**config.mk**
```make
export PLATFORM = sky130hd
export DESIGN_NAME = cef_mul
export DESIGN_NICKNAME = d
export VERILOG_FILES = /design/src/hw/rtl/cef_pkg.sv /design/src/hw/rtl/cef_mul.sv
export SDC_FILE = /design/constraint.sdc
export NUM_CORES = 2
export LEC_CHECK = 0
export BUFFER_PORTS_ARGS = -buffer_cell sky130_fd_sc_hd__buf_2
export CELL_PAD_IN_SITES_DETAIL_PLACEMENT = 0
export CELL_PAD_IN_SITES_GLOBAL_PLACEMENT = 1
export CORE_UTILIZATION = 51
export DETAILED_ROUTE_END_ITERATION = 8
export GPL_TIMING_DRIVEN = 0
export PLACE_DENSITY_LB_ADDON = 0.2
export SLEW_MARGIN = 20
export SYNTH_ARGS = -nofsm -noshare
export SYNTH_HDL_FRONTEND = slang
export SYNTH_SLANG_ARGS = --single-unit
```
**constraint.sdc**
```tcl
create_clock -name i_clk -period 9.4 [get_ports i_clk]
set_input_delay 0.94 -clock i_clk [delete_from_list [all_inputs] [get_ports i_clk]]
set_output_delay 0.94 -clock i_clk [all_outputs]
set_load 0.1 [all_outputs]
```
**src/hw/rtl/cef_pkg.sv**
```systemverilog
`timescale 1ns / 1ps
`default_nettype none
// ----------------------------------------------------------------------------
// Circle event package
// Shared widths, the status codes and the transfer types of the circle event
// block.
// ----------------------------------------------------------------------------
package cef_pkg;

    localparam int COORD_BITS = 32;
    localparam int LIMB_BITS  = 32;

    typedef enum logic [1:0] {
        ST_OK        = 2'd0,
        ST_LEFT      = 2'd1,
        ST_COLLINEAR = 2'd2,
        ST_SAT       = 2'd3
    } t_cef_status;

    typedef logic signed [COORD_BITS-1:0] t_coord;

    typedef struct packed {
        t_coord ax;
        t_coord ay;
        t_coord bx;
        t_coord by;
        t_coord cx;
        t_coord cy;
    } t_cef_in;

    typedef struct packed {
        t_cef_status status;
        t_coord      center_x;
        t_coord      center_y;
        t_coord      event_x;
    } t_cef_out;

endpackage
`default_nettype wire

```
**src/hw/rtl/cef_mul.sv**
```systemverilog
`timescale 1ns / 1ps
`default_nettype none
// ----------------------------------------------------------------------------
// Pipelined signed multiplier
// Splits both magnitudes into limbs and adds one limb product per stage into
// a running sum, then restores the sign. A side vector travels along.
// ----------------------------------------------------------------------------
module cef_mul
    import cef_pkg::*;
#(
    parameter int AW = COORD_BITS + 1,
    parameter int BW = COORD_BITS + 1,
    parameter int SW = 1
) (
    input  logic                    i_clk,
    input  logic                    i_rst_n,
    input  logic                    i_vld,
    input  logic signed [AW-1:0]    i_a,
    input  logic signed [BW-1:0]    i_b,
    input  logic [SW-1:0]           i_side,
    output logic                    o_vld,
    output logic signed [AW+BW-1:0] o_p,
    output logic [SW-1:0]           o_side
);

    localparam int L  = LIMB_BITS;
    localparam int NA = (AW + L - 1) / L;
    localparam int NB = (BW + L - 1) / L;
    localparam int NP = NA * NB;
    localparam int NS = NP + 1;
    localparam int EW = (NA + NB) * L;
    localparam int PW = AW + BW;

    logic            r_vld  [0:NS];
    logic            r_neg  [0:NS];
    logic [SW-1:0]   r_side [0:NS];
    logic [NA*L-1:0] r_ma   [0:NS];
    logic [NB*L-1:0] r_mb   [0:NS];
    logic [EW-1:0]   r_acc  [0:NS];
    logic [2*L-1:0]  r_pp   [0:NS];
    logic            r_ovld;
    logic [PW-1:0]   r_p;
    logic [SW-1:0]   r_oside;
    logic [AW-1:0]   n_ma;
    logic [BW-1:0]   n_mb;
    logic [PW-1:0]   n_mag;

    assign n_ma = i_a[AW-1] ? AW'(-i_a) : AW'(i_a);
    assign n_mb = i_b[BW-1] ? BW'(-i_b) : BW'(i_b);

    always_ff @(posedge i_clk) begin
        if (!i_rst_n) begin
            r_vld[0] <= 1'b0;
        end else begin
            r_vld[0] <= i_vld;
        end
    end

    always_ff @(posedge i_clk) begin
        r_neg[0]  <= i_a[AW-1] ^ i_b[BW-1];
        r_side[0] <= i_side;
        r_ma[0]   <= (NA*L)'(n_ma);
        r_mb[0]   <= (NB*L)'(n_mb);
        r_acc[0]  <= '0;
        r_pp[0]   <= '0;
    end

    for (genvar k = 1; k <= NS; k++) begin : g_stage
        localparam int PI = k - 1;
        localparam int IA = (PI < NP) ? (PI / NB) : 0;
        localparam int IB = (PI < NP) ? (PI % NB) : 0;
        localparam int QP = (k >= 2) ? (k - 2) : 0;
        localparam int SH = L * (QP / NB + QP % NB);

        always_ff @(posedge i_clk) begin
            if (!i_rst_n) begin
                r_vld[k] <= 1'b0;
            end else begin
                r_vld[k] <= r_vld[k-1];
            end
        end

        always_ff @(posedge i_clk) begin
            r_neg[k]  <= r_neg[k-1];
            r_side[k] <= r_side[k-1];
            r_ma[k]   <= r_ma[k-1];
            r_mb[k]   <= r_mb[k-1];
            r_acc[k]  <= r_acc[k-1] + (EW'(r_pp[k-1]) << SH);
            if (PI < NP) begin
                r_pp[k] <= r_ma[k-1][IA*L +: L] * r_mb[k-1][IB*L +: L];
            end else begin
                r_pp[k] <= '0;
            end
        end
    end

    assign n_mag = r_acc[NS][PW-1:0];

    always_ff @(posedge i_clk) begin
        if (!i_rst_n) begin
            r_ovld <= 1'b0;
        end else begin
            r_ovld <= r_vld[NS];
        end
    end

    always_ff @(posedge i_clk) begin
        r_p     <= r_neg[NS] ? (~n_mag + PW'(1)) : n_mag;
        r_oside <= r_side[NS];
    end

    assign o_vld  = r_ovld;
    assign o_p    = r_p;
    assign o_side = r_oside;

endmodule
`default_nettype wire

```
==> flow_summary.json <==
{
  "outcome": "completed",
  "synthToLayoutAreaGrowth_pct": 8.95,
  "grt_max_degree": 17,
  "synthesis.instances": 5314,
  "crit_chain": "clkbuf_1 -> and2_1 -> fa_1 -> inv_1 -> fa_1 -> fa_1 -> fa_1 -> inv_1 -> fa_1 -> fa_1 -> fa_1 -> inv_1 -> fa_1 -> inv_1 -> ha_1 -> nand3_1 -> nor2_1 -> a211o_1 -> a221o_1 -> o21ai_0 -> and2_1 -> o21a_1 -> nor2_1 -> a2111oi_0",
  "ys.warnings.count": 0,
  "drv_cap": 0,
  "path_class": "reg -> reg",
  "die_area_um2": 105000,
  "cp-end-kind": "flop",
  "yosysUniqueCellTypes": 63,
  "antenna_found_initial": 32,
  "io_buffer_count": 136,
  "row_count": 117,
  "max_freq_ghz": 0.107,
  "placed_cells": 6818,
  "cp_slowest_cell": "dfxtp_1",
  "worstPathRequired_ps": 9920,
  "final-instance-count-excl-fill": 6947,
  "fp.dieW_um": 324,
  "dp_hpwl_mm": 144,
  "synth_edf_count": 0,
  "grt_usage_pct": 34.7,
  "ctsHoldBuffers": 0,
  "synth_area_per_cell_um2": 9.94,
  "timing.final.hold_violations": 0,
  "synth-seq-cells": 644,
  "dr.pass1.iters": 6,
  "finalWeightedCongestion": 1.03,
  "clkLatencyLatePin_ps": 670,
  "synth_nets": 6613,
  "cts_tree": "yes",
  "vias_per_cell": 5.43,
  "cpMostUsedCell": "fa_1",
  "design.core.area_um2": 102000,
  "postRouteAntennaNets": 0,
  "globalRouteOverflowTotal": 0,
  "maxSlewViolCount": 0,
  "path_clk_slew_ps": 60,
  "async_flop_share_pct": 0,
  "postCtsSetupRepairBufs": 0,
  "place_area_um2": 55200,
  "fin_skew_ps": 59.9,
  "tightest_slew_ps": 1280,
  "worst_setup_path_start_kind": "flop",
  "rsz0062_at_grt": "yes",
  "grt_pass1_wl_mm": 257,
  "hold_path.class": "reg -> reg",
  "setup_violations": 0,
  "cpPeakStageDelay_ps": 780,
  "cts_buffer_depth": 3,
  "worstPathMaxFanout": 10,
  "seq_area_frac_synth_pct": 24.4,
  "cts_buffers": 59,
  "dr.first_iter.drc_count": 3471,
  "wire_per_inst_um": 25.5,
  "die_h_um": 324,
  "reg2reg_slack_ps": 60,
  "fin_area_um2": 57600,
  "cts_htree_levels": 2,
  "synth_ff_type": "dfxtp_1",
  "first_global_vias": 38100,
  "drive_gt1_share_pct": 6.94,
  "max-slew-margin-rel_pct": 14.6,
  "cts-root-buf": "clkbuf_16",
  "nNetsFinal": 6810,
  "fin_crit_sh_pct": 99.4,
  "synth_area_um2": 52800,
  "fin_crit_ps": 9340,
  "num_vias": 37700,
  "cp_data_arrival_time_ps": 9860,
  "ios": 138,
  "clock-sinks": 644,
  "start_util_pct": 51.7,
  "route.detailed.drc": 0,
  "drt_wl_total_mm": 177,
  "fillerInstances": 9367
}
==> flip-flops by register name (all words and copies together), names as in the netlist <==
name and count:
r_neg 6, o_side 1, r_ma 68, o_vld 1
r_acc 261, r_pp 129, o_p 66, r_mb 100
r_side 6, r_vld 6
==> final cells by class <==
class                      instances  area [µm²]  area share [%]
antenna                           19        47.5          0.0826
buffer                           250        1070            1.85
clock buffer                      81        1710            2.97
clock inverter                    29         415           0.721
inverter                         940        3530            6.13
multi-input combinational       3480       35500            61.7
sequential                       644       12900            22.4
tap                             1368        1710            2.97
timing repair buffer             136         681            1.18
==> metal layers <==
layer | global-route usage, % | wire length (µm) | part of all wire, % | vias up
met1 | 45.9 | 71300 | 40 | 18600
met3 | 11.7 | 21900 | 12 | 419
li1 | - | - | - | 16600
met5 | 0 | 178 | 0.10 | -
met4 | 15.2 | 9010 | 5.1 | 26
met2 | 51.5 | 75000 | 42 | 2008
==> worst max-delay path, delay by kind of cell (launching register included) <==
family | cells | cell delay (ps)
fa+ha+maj | 9 | 4570
compound gates | 5 | 1910
buf+inv | 5 | 1000
simple gates | 5 | 900
flops | 1 | 780
==> cell usage in the layout, fill, tap and decap left out, types with 9 or more instances in the layout <==
master and count:
o21a_1 14, o211ai_1 10, nor3_1 32, nand4_1 16
clkbuf_8 13, or4_1 21, and2_1 681, nand2b_1 15
a21o_1 62, a31oi_1 19, o21bai_1 19, clkbuf_2 91
nand2_1 549, clkbuf_16 60, nor2_1 66, nor2b_1 12
inv_1 940, ha_1 331, xnor2_1 193, o41ai_1 12
dfxtp_2 17, clkinvlp_4 9, clkbuf_1 159, diode_2 19
a211oi_1 13, buf_2 138, or3_1 33, fa_1 898
dfxtp_1 627, nand3_1 40, o21ai_0 103, a21oi_1 131
and3_1 16, o31ai_1 44, xor2_1 45
==> metrics by stage <==
stage               utilization, %  worst slack [ps]  setup TNS, ps  hold WS (ps)
floorplan                        -              2120              0           310
global placement              54.1              -931          -4810           310
detailed placement            54.1              -900          -4880           312
CTS                           56.3              40.2              0           282
global route                  56.3             -67.7          -67.7           289
finish                        56.3              60.0              0           274
==> synth_stat cells (5+ instances only) <==
| cell type | number | share of area [%] |
|---|---|---|
| nor3_1 | 32 | 0.30 |
| or4_4 | 5 | 0.11 |
| or3_1 | 33 | 0.39 |
| xnor2_1 | 193 | 3.2 |
| o21bai_1 | 19 | 0.27 |
| nand2_1 | 549 | 3.9 |
| a211o_1 | 6 | 0.099 |
| o21ai_0 | 103 | 0.98 |
| nand3_1 | 40 | 0.38 |
| a31oi_1 | 19 | 0.22 |
| clkbuf_1 | 245 | 1.7 |
| and4_1 | 6 | 0.099 |
| xor2_1 | 45 | 0.75 |
| inv_1 | 940 | 6.7 |
| o31ai_4 | 7 | 0.28 |
| or2_2 | 7 | 0.083 |
| o41ai_1 | 12 | 0.20 |
| o211ai_1 | 10 | 0.14 |
| a21boi_0 | 8 | 0.11 |
| ha_1 | 331 | 7.8 |
| nor3b_1 | 5 | 0.071 |
| and2_1 | 681 | 8.1 |
| nor4_1 | 5 | 0.059 |
| dfxtp_1 | 644 | 24 |
| nand2b_1 | 15 | 0.18 |
| nor2_1 | 66 | 0.47 |
| a21o_1 | 62 | 0.88 |
| o21a_1 | 14 | 0.20 |
| a211oi_1 | 16 | 0.23 |
| nand4_1 | 16 | 0.19 |
| o2111ai_1 | 5 | 0.083 |
| and3_1 | 16 | 0.19 |
| nor2b_1 | 12 | 0.14 |
| fa_1 | 898 | 34 |
| o31ai_1 | 44 | 0.63 |
| a21oi_1 | 131 | 1.2 |
| or4_1 | 21 | 0.30 |
==> worst paths after layout <==
check / startpoint / end / depth (start not counted)
worst max-delay path: r_ma[0][22] / r_pp[1][49] / 24
worst min-delay path: r_mb[1][1] / r_mb[2][1] / 0
worst max register to register: r_ma[0][22] / r_pp[1][49] / 24
worst min register to register: r_mb[1][1] / r_mb[2][1] / 0
==> cell families (layout without fill, tap and decap cells) <==
| family | after synthesis | count (layout) | share of synthesized area, % |
|---|---|---|---|
| other | 0 | 19 | 0 |
| flip-flops | 644 | 644 | 24.4 |
| multiplexers | 1 | 1 | 0.0189 |
| adder cells (fa/ha/maj) | 1229 | 1229 | 41.9 |
| AND/OR/NAND/NOR | 1524 | 1524 | 15.2 |
| AO/OA/AOI/OAI | 488 | 488 | 6.12 |
| buffers and inverters | 1190 | 1436 | 8.47 |
| XOR/XNOR | 238 | 238 | 3.94 |
==> timing repair <==
item,CTS,global route
resized for setup,95,33
pin swaps,1,0
endpoints found under the setup margin,17,13
Power is not shown: default switching activity piles up to over one toggle a cycle in this logic, so the estimate is an artifact.
